==> src/rtl/sorted_software_timer_queue_defines.svh <==
// Assertion macros for the sorted timer queue.
// Included by the top level; depends on nothing else.
`ifndef SORTED_SOFTWARE_TIMER_QUEUE_DEFINES_SVH
`define SORTED_SOFTWARE_TIMER_QUEUE_DEFINES_SVH

// same-cycle implication, checked out of reset
`define SSTQ_ASSERT_IMPL(label, ck, rst_n, ante, cons, msg) \
	label: assert property (@(posedge ck) disable iff (!rst_n) (ante) |-> (cons)) \
		else $error(msg);

// next-cycle implication, checked out of reset
`define SSTQ_ASSERT_NEXT(label, ck, rst_n, ante, cons, msg) \
	label: assert property (@(posedge ck) disable iff (!rst_n) (ante) |=> (cons)) \
		else $error(msg);

`endif

==> src/rtl/sstq_pkg.sv <==
// Types and constants of the sorted timer queue.
// No dependencies.
`default_nettype none

package sstq_pkg;

	localparam int SLOT_COUNT = 32;
	localparam int SLOT_W     = $clog2(SLOT_COUNT);
	localparam int TICK_W     = 32;
	localparam int QUEUE_W    = 8;
	localparam int PAY_W      = 32;
	localparam int PADDR_W    = 3;
	localparam int PDATA_W    = 32;

	localparam logic [TICK_W-1:0] ALL_ONES = '1;
	localparam logic [SLOT_W-1:0] SENTINEL = '0;
	localparam logic [SLOT_W-1:0] LAST_SLOT = SLOT_W'(SLOT_COUNT - 1);

	// register index, taken from paddr[2]
	localparam logic REG_TASK_SLOT = 1'b0;

	typedef enum logic [2:0] {
		OP_ALLOC       = 3'd0,
		OP_FREE        = 3'd1,
		OP_SET_HANDLER = 3'd2,
		OP_SET_TIME    = 3'd3,
		OP_CANCEL      = 3'd4,
		OP_CANCEL_ALL  = 3'd5,
		OP_TICK        = 3'd6
	} op_t;

	typedef enum logic [2:0] {
		K_ACK         = 3'd0,
		K_ALLOC_OK    = 3'd1,
		K_ALLOC_FAIL  = 3'd2,
		K_CANCELLED   = 3'd3,
		K_NOT_RUNNING = 3'd4,
		K_DELIVER     = 3'd5,
		K_TASK_SWITCH = 3'd6
	} kind_t;

	typedef enum logic [1:0] {
		ST_FREE  = 2'd0,
		ST_ALLOC = 2'd1,
		ST_RUN   = 2'd2
	} status_t;

endpackage

`default_nettype wire

==> src/rtl/sorted_software_timer_queue.sv <==
// Sorted timer queue: 31 timer slots (slot 0 is the list sentinel), running ones kept in a deadline-ordered list.
// Ack-only ops end in S_EXEC; alloc scans the slots in order; cancel and free
// unlink a running slot; set_time unlinks then inserts (one list step per cycle);
// cancel_all reads and checks each slot in turn, plus an unlink walk per match; tick
// walks the expired slots, with an extra task-switch result after a delivery.
// Rate is set by the single read port of the link and deadline RAMs.
// One item at a time; results come out one per strobe and cannot be held off.
// Async reset clears slot status, list head, tick count and task_slot; RAMs keep contents.
// Depends on sstq_pkg and sorted_software_timer_queue_defines.svh.
`default_nettype none

`include "sorted_software_timer_queue_defines.svh"

module sorted_software_timer_queue
	import sstq_pkg::*;
(
	input  wire logic                clk,
	input  wire logic                arst_n,
	// command channel
	input  wire logic                start,
	output logic                     busy,
	input  wire logic [2:0]          operation,
	input  wire logic [4:0]          slot_index,
	input  wire logic [7:0]          queue_id,
	input  wire logic [31:0]         payload,
	input  wire logic                auto_cancel,
	input  wire logic [31:0]         delay,
	// results
	output logic                     valid,
	output logic [2:0]               kind,
	output logic [4:0]               result_slot,
	output logic [7:0]               result_queue,
	output logic [31:0]              result_payload,
	output logic                     last,
	// config
	input  wire logic                psel,
	input  wire logic                penable,
	input  wire logic                pwrite,
	input  wire logic [PADDR_W-1:0]  paddr,
	input  wire logic [PDATA_W-1:0]  pwdata,
	output logic [PDATA_W-1:0]       prdata,
	output logic                     pready
);

	typedef enum logic [4:0] {
		S_IDLE, S_EXEC, S_ALLOC, S_CA_RD, S_CA_CHK,
		S_UNL0, S_UNL1, S_UNL2, S_POST,
		S_INS0, S_INS1, S_INS2, S_INS3, S_INS4,
		S_T0, S_T1, S_TEND, S_TTS
	} state_t;

	state_t                   state_q;
	op_t                      op_q;
	logic [SLOT_W-1:0]        idx_q;
	logic [QUEUE_W-1:0]       qid_q;
	logic [PAY_W-1:0]         pay_in_q;
	logic                     ac_in_q;
	logic [TICK_W-1:0]        dl_q;
	logic [TICK_W-1:0]        tick_q;
	logic [SLOT_W-1:0]        head_q;
	logic [SLOT_W-1:0]        task_q;
	logic [SLOT_W-1:0]        cur_q;
	logic [SLOT_W-1:0]        nx_q;
	logic [SLOT_W-1:0]        links_q;
	logic                     pend_q;
	logic                     ts_q;
	logic [SLOT_W-1:0]        pend_slot_q;
	logic [QUEUE_W-1:0]       pend_queue_q;
	logic [PAY_W-1:0]         pend_pay_q;
	status_t                  status_q [SLOT_COUNT];
	logic                     acflag_q [SLOT_COUNT];

	logic                     valid_q;
	kind_t                    kind_q;
	logic [SLOT_W-1:0]        rslot_q;
	logic [QUEUE_W-1:0]       rqueue_q;
	logic [PAY_W-1:0]         rpay_q;
	logic                     last_q;

	// slot RAMs
	logic [TICK_W-1:0]        dl_mem  [SLOT_COUNT];
	logic [SLOT_W-1:0]        lnk_mem [SLOT_COUNT];
	logic [QUEUE_W+PAY_W-1:0] hdl_mem [SLOT_COUNT];
	logic [TICK_W-1:0]        dl_rd_q;
	logic [SLOT_W-1:0]        lnk_rd_q;
	logic [QUEUE_W+PAY_W-1:0] hdl_rd_q;

	logic [SLOT_W-1:0]        dl_ra, lnk_ra, hdl_ra, lnk_wa, lnk_wd;
	logic                     dl_we, lnk_we, hdl_we;

	status_t                  st_cur;
	logic                     ok;
	logic [TICK_W-1:0]        dl_head, dl_nx;
	logic [QUEUE_W-1:0]       hdl_queue;
	logic                     ca_match;
	logic                     expire;
	logic                     cfg_wr;

	assign st_cur    = status_q[idx_q];
	assign ok        = (idx_q != SENTINEL) && ((SLOT_W + 1)'(idx_q) < (SLOT_W + 1)'(SLOT_COUNT));
	// sentinel deadline is never stored; it reads as all ones
	assign dl_head   = (head_q == SENTINEL) ? ALL_ONES : dl_rd_q;
	assign dl_nx     = (nx_q == SENTINEL) ? ALL_ONES : dl_rd_q;
	assign hdl_queue = hdl_rd_q[QUEUE_W+PAY_W-1:PAY_W];
	assign ca_match  = (st_cur != ST_FREE) && acflag_q[idx_q] && (hdl_queue == qid_q);
	assign expire    = (nx_q != SENTINEL) && (tick_q >= dl_rd_q);

	// RAM port control
	always_comb begin
		dl_ra  = head_q;
		lnk_ra = head_q;
		hdl_ra = idx_q;
		dl_we  = 1'b0;
		lnk_we = 1'b0;
		hdl_we = 1'b0;
		lnk_wa = idx_q;
		lnk_wd = head_q;
		case (state_q)
			S_EXEC: begin
				hdl_we = (op_q == OP_SET_HANDLER) && ok;
			end
			S_UNL0: begin
				lnk_ra = idx_q;
			end
			S_UNL2: begin
				lnk_ra = lnk_rd_q;
				if (lnk_rd_q == idx_q) begin
					lnk_we = 1'b1;
					lnk_wa = cur_q;
					lnk_wd = links_q;
				end
			end
			S_INS0: begin
				dl_we = 1'b1;
			end
			S_INS1: begin
				lnk_we = (dl_q <= dl_head);
			end
			S_INS2: begin
				dl_ra  = lnk_rd_q;
				lnk_ra = lnk_rd_q;
			end
			S_INS3: begin
				dl_ra  = lnk_rd_q;
				lnk_ra = lnk_rd_q;
				if (dl_q <= dl_nx) begin
					lnk_we = 1'b1;
					lnk_wd = nx_q;
				end
			end
			S_INS4: begin
				lnk_we = 1'b1;
				lnk_wa = cur_q;
				lnk_wd = idx_q;
			end
			S_T0: begin
				hdl_ra = head_q;
			end
			S_T1: begin
				dl_ra  = lnk_rd_q;
				lnk_ra = lnk_rd_q;
				hdl_ra = lnk_rd_q;
			end
			default: begin
			end
		endcase
	end

	always_ff @(posedge clk) begin
		if (dl_we)
			dl_mem[idx_q] <= dl_q;
		dl_rd_q <= dl_mem[dl_ra];
	end

	always_ff @(posedge clk) begin
		if (lnk_we)
			lnk_mem[lnk_wa] <= lnk_wd;
		lnk_rd_q <= lnk_mem[lnk_ra];
	end

	always_ff @(posedge clk) begin
		if (hdl_we)
			hdl_mem[idx_q] <= {qid_q, pay_in_q};
		hdl_rd_q <= hdl_mem[hdl_ra];
	end

	// config register
	assign cfg_wr = psel && penable && pwrite && pready;
	assign pready = 1'b1;
	assign prdata = (paddr[2] == REG_TASK_SLOT) ? PDATA_W'(task_q) : '0;

	always_ff @(posedge clk or negedge arst_n) begin
		if (!arst_n) begin
			task_q <= '0;
		end else if (cfg_wr && (paddr[2] == REG_TASK_SLOT)) begin
			task_q <= pwdata[SLOT_W-1:0];
		end
	end

	always_ff @(posedge clk or negedge arst_n) begin
		if (!arst_n) begin
			state_q      <= S_IDLE;
			op_q         <= OP_ALLOC;
			idx_q        <= '0;
			qid_q        <= '0;
			pay_in_q     <= '0;
			ac_in_q      <= 1'b0;
			dl_q         <= '0;
			tick_q       <= '0;
			head_q       <= SENTINEL;
			cur_q        <= '0;
			nx_q         <= '0;
			links_q      <= '0;
			pend_q       <= 1'b0;
			ts_q         <= 1'b0;
			pend_slot_q  <= '0;
			pend_queue_q <= '0;
			pend_pay_q   <= '0;
			for (int i = 0; i < SLOT_COUNT; i++) begin
				status_q[i] <= (i == 0) ? ST_RUN : ST_FREE;
				acflag_q[i] <= 1'b0;
			end
			valid_q      <= 1'b0;
			kind_q       <= K_ACK;
			rslot_q      <= '0;
			rqueue_q     <= '0;
			rpay_q       <= '0;
			last_q       <= 1'b1;
		end else begin
			// result defaults: an ack; each result overrides what differs
			valid_q  <= 1'b0;
			kind_q   <= K_ACK;
			rslot_q  <= '0;
			rqueue_q <= '0;
			rpay_q   <= '0;
			last_q   <= 1'b1;

			case (state_q)
				S_IDLE: begin
					if (start) begin
						op_q     <= op_t'(operation);
						idx_q    <= slot_index;
						qid_q    <= queue_id;
						pay_in_q <= payload;
						ac_in_q  <= auto_cancel;
						dl_q     <= tick_q + delay;
						if (op_t'(operation) == OP_TICK)
							tick_q <= tick_q + 1'b1;
						state_q  <= S_EXEC;
					end
				end

				S_EXEC: begin
					case (op_q)
						OP_ALLOC: begin
							idx_q   <= SLOT_W'(1);
							state_q <= S_ALLOC;
						end
						OP_FREE: begin
							if (ok && st_cur == ST_RUN) begin
								state_q <= S_UNL0;
							end else begin
								if (ok)
									status_q[idx_q] <= ST_FREE;
								valid_q <= 1'b1;
								state_q <= S_IDLE;
							end
						end
						OP_SET_HANDLER: begin
							if (ok)
								acflag_q[idx_q] <= ac_in_q;
							valid_q <= 1'b1;
							state_q <= S_IDLE;
						end
						OP_SET_TIME: begin
							if (ok && st_cur == ST_RUN) begin
								state_q <= S_UNL0;
							end else if (ok && st_cur != ST_FREE) begin
								state_q <= S_INS0;
							end else begin
								valid_q <= 1'b1;
								state_q <= S_IDLE;
							end
						end
						OP_CANCEL: begin
							if (ok && st_cur == ST_RUN) begin
								state_q <= S_UNL0;
							end else begin
								valid_q <= 1'b1;
								kind_q  <= K_NOT_RUNNING;
								state_q <= S_IDLE;
							end
						end
						OP_CANCEL_ALL: begin
							idx_q   <= SLOT_W'(1);
							state_q <= S_CA_RD;
						end
						OP_TICK: begin
							state_q <= S_T0;
						end
						default: begin
							valid_q <= 1'b1;
							state_q <= S_IDLE;
						end
					endcase
				end

				S_ALLOC: begin
					if (st_cur == ST_FREE) begin
						status_q[idx_q] <= ST_ALLOC;
						acflag_q[idx_q] <= 1'b0;
						valid_q <= 1'b1;
						kind_q  <= K_ALLOC_OK;
						rslot_q <= idx_q;
						state_q <= S_IDLE;
					end else if (idx_q == LAST_SLOT) begin
						valid_q <= 1'b1;
						kind_q  <= K_ALLOC_FAIL;
						state_q <= S_IDLE;
					end else begin
						idx_q <= idx_q + 1'b1;
					end
				end

				S_CA_RD: begin
					state_q <= S_CA_CHK;
				end

				S_CA_CHK: begin
					if (ca_match && st_cur == ST_RUN) begin
						state_q <= S_UNL0;
					end else begin
						if (ca_match)
							status_q[idx_q] <= ST_FREE;
						if (idx_q == LAST_SLOT) begin
							valid_q <= 1'b1;
							state_q <= S_IDLE;
						end else begin
							idx_q   <= idx_q + 1'b1;
							state_q <= S_CA_RD;
						end
					end
				end

				// unlink idx_q from the list
				S_UNL0: begin
					state_q <= S_UNL1;
				end

				S_UNL1: begin
					links_q <= lnk_rd_q;
					if (head_q == idx_q) begin
						head_q  <= lnk_rd_q;
						state_q <= S_POST;
					end else begin
						cur_q   <= head_q;
						state_q <= S_UNL2;
					end
				end

				S_UNL2: begin
					if (lnk_rd_q == idx_q)
						state_q <= S_POST;
					else
						cur_q <= lnk_rd_q;
				end

				S_POST: begin
					case (op_q)
						OP_FREE: begin
							status_q[idx_q] <= ST_FREE;
							valid_q <= 1'b1;
							state_q <= S_IDLE;
						end
						OP_SET_TIME: begin
							state_q <= S_INS0;
						end
						OP_CANCEL: begin
							status_q[idx_q] <= ST_ALLOC;
							valid_q <= 1'b1;
							kind_q  <= K_CANCELLED;
							state_q <= S_IDLE;
						end
						OP_CANCEL_ALL: begin
							status_q[idx_q] <= ST_FREE;
							if (idx_q == LAST_SLOT) begin
								valid_q <= 1'b1;
								state_q <= S_IDLE;
							end else begin
								idx_q   <= idx_q + 1'b1;
								state_q <= S_CA_RD;
							end
						end
						default: begin
							valid_q <= 1'b1;
							state_q <= S_IDLE;
						end
					endcase
				end

				// insert idx_q ahead of the first slot with deadline >= dl_q
				S_INS0: begin
					status_q[idx_q] <= ST_RUN;
					state_q <= S_INS1;
				end

				S_INS1: begin
					if (dl_q <= dl_head) begin
						head_q  <= idx_q;
						valid_q <= 1'b1;
						state_q <= S_IDLE;
					end else begin
						cur_q   <= head_q;
						state_q <= S_INS2;
					end
				end

				S_INS2: begin
					nx_q    <= lnk_rd_q;
					state_q <= S_INS3;
				end

				S_INS3: begin
					if (dl_q <= dl_nx) begin
						state_q <= S_INS4;
					end else begin
						cur_q <= nx_q;
						nx_q  <= lnk_rd_q;
					end
				end

				S_INS4: begin
					valid_q <= 1'b1;
					state_q <= S_IDLE;
				end

				// expiry walk from the head; deliveries are held one step so the
				// final one can carry last
				S_T0: begin
					nx_q    <= head_q;
					pend_q  <= 1'b0;
					ts_q    <= 1'b0;
					state_q <= S_T1;
				end

				S_T1: begin
					if (expire) begin
						status_q[nx_q] <= ST_ALLOC;
						if (nx_q == task_q) begin
							ts_q <= 1'b1;
						end else begin
							if (pend_q) begin
								valid_q  <= 1'b1;
								kind_q   <= K_DELIVER;
								rslot_q  <= pend_slot_q;
								rqueue_q <= pend_queue_q;
								rpay_q   <= pend_pay_q;
								last_q   <= 1'b0;
							end
							pend_q       <= 1'b1;
							pend_slot_q  <= nx_q;
							pend_queue_q <= hdl_queue;
							pend_pay_q   <= hdl_rd_q[PAY_W-1:0];
						end
						head_q <= lnk_rd_q;
						nx_q   <= lnk_rd_q;
					end else begin
						state_q <= S_TEND;
					end
				end

				S_TEND: begin
					valid_q <= 1'b1;
					if (pend_q) begin
						kind_q   <= K_DELIVER;
						rslot_q  <= pend_slot_q;
						rqueue_q <= pend_queue_q;
						rpay_q   <= pend_pay_q;
						last_q   <= !ts_q;
						state_q  <= ts_q ? S_TTS : S_IDLE;
					end else if (ts_q) begin
						kind_q  <= K_TASK_SWITCH;
						rslot_q <= task_q;
						state_q <= S_IDLE;
					end else begin
						state_q <= S_IDLE;
					end
				end

				S_TTS: begin
					valid_q <= 1'b1;
					kind_q  <= K_TASK_SWITCH;
					rslot_q <= task_q;
					state_q <= S_IDLE;
				end

				default: begin
					state_q <= S_IDLE;
				end
			endcase
		end
	end

	assign busy           = (state_q != S_IDLE);
	assign valid          = valid_q;
	assign kind           = kind_q;
	assign result_slot    = rslot_q;
	assign result_queue   = rqueue_q;
	assign result_payload = rpay_q;
	assign last           = last_q;

	`SSTQ_ASSERT_IMPL(a_sentinel_running, clk, arst_n, 1'b1, status_q[0] == ST_RUN, "sentinel slot left running state")
	`SSTQ_ASSERT_NEXT(a_accept_busy, clk, arst_n, start && !busy, busy, "accepted command did not raise busy")
	`SSTQ_ASSERT_IMPL(a_done_last, clk, arst_n, $fell(busy), valid && last, "command ended without a final result")
	`SSTQ_ASSERT_IMPL(a_deliver_slot, clk, arst_n, valid && kind == K_DELIVER, result_slot != SENTINEL, "delivery from sentinel slot")

endmodule

`default_nettype wire
==> config.mk <==
export PLATFORM = sky130hd
export DESIGN_NAME = sorted_software_timer_queue
export DESIGN_NICKNAME = d
export VERILOG_FILES = /design/src/rtl/sstq_pkg.sv /design/src/rtl/sorted_software_timer_queue.sv
export VERILOG_INCLUDE_DIRS = /design/src /design/src/rtl
export SDC_FILE = /design/constraint.sdc
export NUM_CORES = 2
export LEC_CHECK = 0
export ABC_AREA = 0
export ABC_CLOCK_PERIOD_IN_PS = 6800
export BUFFER_PORTS_ARGS = -buffer_cell sky130_fd_sc_hd__buf_2
export CELL_PAD_IN_SITES_DETAIL_PLACEMENT = 2
export CELL_PAD_IN_SITES_GLOBAL_PLACEMENT = 2
export CORE_MARGIN = 2
export CORE_UTILIZATION = 40
export CTS_BUF_LIST = sky130_fd_sc_hd__clkbuf_2
export CTS_CLUSTER_DIAMETER = 150
export DETAILED_ROUTE_END_ITERATION = 7
export PLACE_DENSITY_LB_ADDON = 0.08
export SLEW_MARGIN = 20
export SYNTH_ARGS = -nofsm -noshare
export SYNTH_HDL_FRONTEND = slang
export SYNTH_SLANG_ARGS = --single-unit
==> constraint.sdc <==
create_clock -name clk -period 6.8 [get_ports clk]
set_input_delay 1.36 -clock clk [delete_from_list [all_inputs] [get_ports clk]]
set_output_delay 1.36 -clock clk [all_outputs]
set_load 0.1 [all_outputs]
==> After elaboration in Yosys (flattened, before gate mapping) <==
Memory sizes are Yosys's and may differ from the RTL's. A register that Yosys moved wholly into a read port is not among the register bits.
Cells that the tools add are included.
{ "totals": {"reg_bits": 336, "latch_bits": 0, "mem_bits_rw": 2464, "mem_bits_ro": 0, "out_inout_bits": 84, "elab_cells": 355, "mem_count": 3} }
{ "mem_list": {"columns": ["memory", "depth", "word_bits", "read_ports", "rd_ports_with_merged_regs", "write_ports", "line_no", "source"], "rows": [
  ["hdl_mem", 32, 40, 1, 1, 1, "sorted_software_timer_queue.sv:83", "logic [QUEUE_W+PAY_W-1:0] hdl_mem [SLOT_COUNT];"],
  ["dl_mem", 32, 32, 1, 1, 1, "sorted_software_timer_queue.sv:81", "logic [TICK_W-1:0] dl_mem [SLOT_COUNT];"],
  ["lnk_mem", 32, 5, 1, 1, 1, "sorted_software_timer_queue.sv:82", "logic [SLOT_W-1:0] lnk_mem [SLOT_COUNT];"]
]} }
{ "op_classes": {"n_addsub": 3, "multipliers": 0, "div": 0, "n_lt_le_gt_ge": 7, "eq_ne": 55, "shift": 0, "n_mux": 134, "n_bitwise": 17, "reduce_logical": 48} }
{ "op_table": {"columns": ["cell", "n"], "rows": [
  ["two-way mux 64 bit", 7],
  ["one-hot mux 64 bit (6 select lines)", 1],
  ["two-way mux 32 bit", 8],
  ["two-way mux 5 bit", 33],
  ["bitwise AND 32 bit", 4],
  ["inverter 32 bit", 4],
  ["one-hot mux 32 bit (2 select lines)", 2],
  ["one-hot mux 64 bit (2 select lines)", 1],
  ["bitwise OR 32 bit", 3],
  ["one-hot mux 5 bit (16 select lines)", 1],
  ["bitwise AND 64 bit", 1],
  ["<= comparator 32 bit", 2],
  ["inverter 64 bit", 1],
  ["one-hot mux 5 bit (4 select lines)", 3],
  ["!= test 2 bit (second input constant)", 23],
  ["== test 5 x 4 -> 1 bit (second input constant)", 8],
  ["one-hot mux 5 bit (2 select lines)", 4],
  ["adder 32 x 1 -> 32 bit (second input constant)", 1],
  ["adder 32 bit", 1],
  ["bitwise mux 32 bit", 1],
  [">= comparator 32 bit", 1],
  ["two-way mux 1 bit", 31],
  ["one-hot mux 5 bit (3 select lines)", 2],
  ["two-way mux 3 bit", 9],
  ["51 further kinds", 112]
]} }

==> Depth between registers and ports, before layout <==
{ "logic_depth": {"depth_word": 11, "ltp_mapped": 17} }

==> Least setup slack after synthesis <==
No wires, ideal clock.
{ "synth_timing": {"path_kind": "register to register", "start": "reg nx_q[2]", "end": "mem lnk_mem[0][4] in the netlist's numbering, data pin", "setup_time_ns": 0.380, "t_arrival_ns": 4.313, "required_time_ns": 6.420, "slack_ns": 2.107, "stages_incl_launch_ff": 16, "path_buffers": 2, "synth_period_minus_slack_ns": 4.693, "cell_sequence": "dfrtp_1 clkbuf_1 or3_1 nor3_2 clkbuf_1 nor2_1 ha_1 a21o_1 a21o_1 a211oi_1 nor2_1 a2111oi_0 o21ai_0 a21boi_2 a221oi_1 o22ai_1"} }
{ "synth_via": {"elab_chain_cells": 5} }
{ "synth_rtl": {"columns": ["item", "line_no", "source"], "rows": [
  ["start: declaration", "sorted_software_timer_queue.sv:63", "logic [SLOT_W-1:0] nx_q;"],
  ["start signal: assignment", "sorted_software_timer_queue.sv:419", "nx_q <= lnk_rd_q;"],
  ["start signal: assignment", "sorted_software_timer_queue.sv:428", "nx_q <= lnk_rd_q;"],
  ["start signal: assignment", "sorted_software_timer_queue.sv:440", "nx_q <= head_q;"],
  ["logical NOT 5 bit", "sorted_software_timer_queue.sv:103", "assign dl_nx = (nx_q == SENTINEL) ? ALL_ONES : dl_rd_q;"],
  ["two-way mux 32 bit", "sorted_software_timer_queue.sv:103", null],
  ["<= comparator 32 bit", "sorted_software_timer_queue.sv:146", "if (dl_q <= dl_nx) begin"],
  ["two-way mux 5 bit", "sorted_software_timer_queue.sv:146", null],
  ["one-hot mux 5 bit (3 select lines)", "sorted_software_timer_queue.sv:118", "case (state_q)"],
  ["net lnk_wd[4]", "sorted_software_timer_queue.sv:88", "logic [SLOT_W-1:0] dl_ra, lnk_ra, hdl_ra, lnk_wa, lnk_wd;"],
  ["end: declaration", "sorted_software_timer_queue.sv:82", null]
]} }
The timed path passes the listed nets, and every way through them passes these cells.

==> Final worst setup path <==
{ "layout_timing": {"start": "reg state_q[0]", "end": "out busy"} }
{ "layout_via": {"elab_chain_cells": 1} }
{ "layout_rtl": {"columns": ["item", "line_no", "source"], "rows": [
  ["start: declaration", "sorted_software_timer_queue.sv:52", "state_t state_q;"],
  ["start signal: assignment", "sorted_software_timer_queue.sv:202", "state_q <= S_IDLE;"],
  ["start signal: assignment", "sorted_software_timer_queue.sv:249", "state_q <= S_EXEC;"],
  ["start signal: assignment", "sorted_software_timer_queue.sv:257", "state_q <= S_ALLOC;"],
  ["nonzero test 5 bit", "sorted_software_timer_queue.sv:504", "assign busy = (state_q != S_IDLE);"],
  ["end: declaration", "sorted_software_timer_queue.sv:21", "output logic busy,"]
]} }
No other way between the ends.

==> results.py <==
metrics = {
    "floorplanning": {
        "ioPinCount": 206,
        "start_util": 0.402,
        "fp-row-count": 198,
        "dieHeight_um": 544,
        "dieArea_sq_um": 296000,
        "core_sq_um": 291000,
        "die_w_um": 544,
    },
    "worst_setup_path": {
        "cp-start-kind": "register",
        "cp_slowest_cell": "dfrtp_1",
        "end_kind": "output port",
        "crit_chain": "buf_4 -> or2_2 -> nor2_1 -> inv_1 -> buf_2",
        "worstSetupPathType": "reg -> out",
        "slowest_delay_ns": 0.66,
        "cp.required_ns": 5.44,
        "cp_max_fo": 15,
        "arrival_ns": 4.31,
    },
    "pwr": {
        "power.density_nw_per_um2": 414,
        "power_switching_uw": 20500,
        "combPwrFrac": 0.329,
        "vdd_drop_max_mv": 0.234,
        "intPower_uw": 34300,
        "p_leak_uw": 0.0479,
        "pwr-share-clk": 0.229,
        "swShare": 0.374,
        "pwr-share-seq": 0.442,
    },
    "drt": {
        "routed-via-count": 67314,
        "vias_per_cell": 5.57,
        "finalWirelength_mm": 373,
        "ant_nets": 0,
        "drc": 0,
        "routedWlPerCell_um": 30.9,
        "drt_iter0_drc": 5544,
        "first_pass_iters": 5,
    },
    "sta": {
        "relSlewSlack": 0.199,
        "worst_pin_slew_ns": 1.20,
        "hold_viol": 0,
        "final.min_clock_period_ns": 5.67,
        "fin_setup_tns_ns": 0,
        "final_max_slew_viol_count": 0,
        "setup_slack_ns": 1.13,
        "fmax_mhz": 176,
        "setup_viol": 0,
        "min_period_over_period": 0.834,
        "clock_skew_ns": 0.113,
        "rsz0062_at_grt": "no",
    },
    "clock_network": {
        "clock_tree.htree_level_count": 6,
        "root_buffer": "clkbuf_2",
        "post_cts_buffers": 0,
        "path_clk_slew_ns": 0.10,
        "cts_max_path_buffers": 4,
        "cts_tree": "yes",
        "clkSinkCount": 2877,
        "ctsResizeCount": 0,
        "clock_latency_ns": 2.11,
        "ctsHoldBuffers": 184,
        "cts_made_buffers": 747,
    },
    "placement": {
        "dp.cells": 10562,
        "post-place-ws_ns": 1.23,
        "place_congestion": 0.857,
        "place_hpwl_mm": 213,
        "port_buffers": 148,
        "placedInstanceArea_sq_um": 124000,
    },
    "synth": {
        "synth_adder_area_share": 0.0145,
        "synth_area_leaders": "edfxtp_1 63%, mux4_2 12%, dfrtp_1 7.2%, nand2_1 1.8%, mux2_2 1.6%",
        "ys_warn_count": 0,
        "synth_cell_types": 91,
        "yosys.area_share.simple": 0.0512,
        "async_reset_ff_frac": 0.117,
        "syn_area_per_cell_sq_um": 17.7,
        "synth_top_area_share": 0.634,
        "ys_seq_area_frac": 0.719,
        "synth_top_family_by_area": "multiplexers",
        "synthXorXnorAreaFrac": 0.00608,
        "synth.mux.area_fraction": 0.146,
        "synth_edf_count": 2464,
        "syn_inst": 6614,
        "synth-compound-area-share": 0.0455,
        "synthFlopType": "edfxtp_1",
        "syn_area_sq_um": 117000,
        "ys_ff_latch": 2877,
        "synth_top_cell_by_area": "edfxtp_1",
    },
    "final_layout": {
        "final_common_cell": "edfxtp_1",
        "drive_gt1_frac": 0.308,
        "final_area_sq_um": 133000,
        "final_cell_mix": "2,464 x edfxtp_1, 1,153 x clkbuf_2, 601 x mux4_2",
        "stdcell_count": 12088,
        "layout.nets": 7853,
        "area_delta_synth_final_pct": 13.6,
    },
    "grt": {
        "track_usage": 0.252,
        "grt_pass1_vias": 75269,
        "grt_max_degree": 104,
        "grt-ovfl-total": 0,
        "grt_pass1_wl_mm": 538,
        "antenna_found_initial": 16,
    },
    "worst_hold_path": {
        "hold_path.class": "in -> reg",
    },
    "flow_run": {
        "max_cap_viol_count": 0,
    },
    "outcome": {
        "status": "complete, no violations",
    },
}
-- cell usage after synthesis (57+ instances only) --
cell / instances
ha_1: 133
and3_1: 57
mux2i_1: 160
mux4_2: 601
buf_2: 102
nor2_1: 280
and2_1: 63
dfxtp_1: 77
a21oi_1: 225
mux2_2: 168
inv_1: 63
edfxtp_1: 2464
clkbuf_1: 205
dfrtp_1: 334
nand2_1: 556
nand3_1: 138
o21ai_0: 194
-- sequential cells by signal, summed over array words and instances (netlist names), 40 cells and up --
| signal | cells |
|---|---|
| lnk_mem | 160 |
| dl_mem | 1024 |
| hdl_rd_q | 40 |
| status_q | 64 |
| hdl_mem | 1280 |
-- logic make-up (layout without fill, tap and decap cells) --
logic type,count (synthesis),in the layout
xor gates and xnor gates,81,81
muxes,930,930
DFF,2877,2877
adders and majority gates,135,135
other,2,76
and+or+nand+nor,1303,1303
AOI/OAI and AO/OA,830,830
buffers and inverters,456,1956
-- critical path: cells and delay by family, from the launching register on --
kind                   cells  cell delay, ns
and+or+nand+nor            2            0.74
buffers and inverters      3            0.83
DFF                        1            0.66
-- metrics by stage --
step	hold WS, ns	util	total power (uW)
6_report	0.285	0.457	54900
5_1_grt	0.0940	0.456	57900
4_1_cts	0.00947	0.456	55600
3_5_place_dp	0.455	0.426	42700
3_3_place_gp	0.450	0.425	42000
2_1_floorplan	0.440	-	35500
-- power by group through the flow --
stage | clock network, uW | registers, uW | logic, uW
4_1_cts | 13100 | 24300 | 18300
6_report | 12600 | 24200 | 18100
3_5_place_dp | 0 | 24600 | 18000
3_3_place_gp | 0 | 24400 | 17600
2_1_floorplan | 0 | 24000 | 11600
5_1_grt | 13900 | 24500 | 19500
-- area by class of cell --
| class | instances | area, sq um |
|---|---|---|
| inverters | 64 | 240 |
| diodes | 8 | 20.0 |
| flip-flops and latches | 2877 | 84000 |
| well taps | 3900 | 4880 |
| fillers | 27507 | 158000 |
| clock buffers | 1153 | 5770 |
| repair buffers | 560 | 4790 |
| multi-input cells | 3347 | 31700 |
| clock inverters | 179 | 1260 |
-- worst paths after layout --
path                                        start                          to  slack (ns)  depth (start not counted)
setup / recovery           state_q[0]$_DFFE_PN0P_                        busy        1.13                          5
hold / removal                         payload[5]     pay_in_q[5]$_DFFE_PN0P_        0.29                          4
setup reg to reg            head_q[3]$_DFFE_PN0P_    lnk_mem[16][4]$_DFFE_PP_        1.31                         16
hold reg to reg              hdl_rd_q[27]$_DFF_P_  pend_pay_q[27]$_DFFE_PN0P_        0.43                          1
max in group asynchronous                  arst_n        cur_q[3]$_DFFE_PN0P_        5.28                          4
min in group asynchronous                  arst_n    pay_in_q[21]$_DFFE_PN0P_        0.45                          4
-- per-layer routing --
metal	up-vias	global-route usage	part of all wire
met5	-	0	0.000086
met4	4	0.0737	0.026
met3	506	0.0359	0.042
met2	1765	0.437	0.51
met1	36452	0.327	0.42
li1	28587	-	-
No activity file was read; power rests on OpenSTA's default activity.
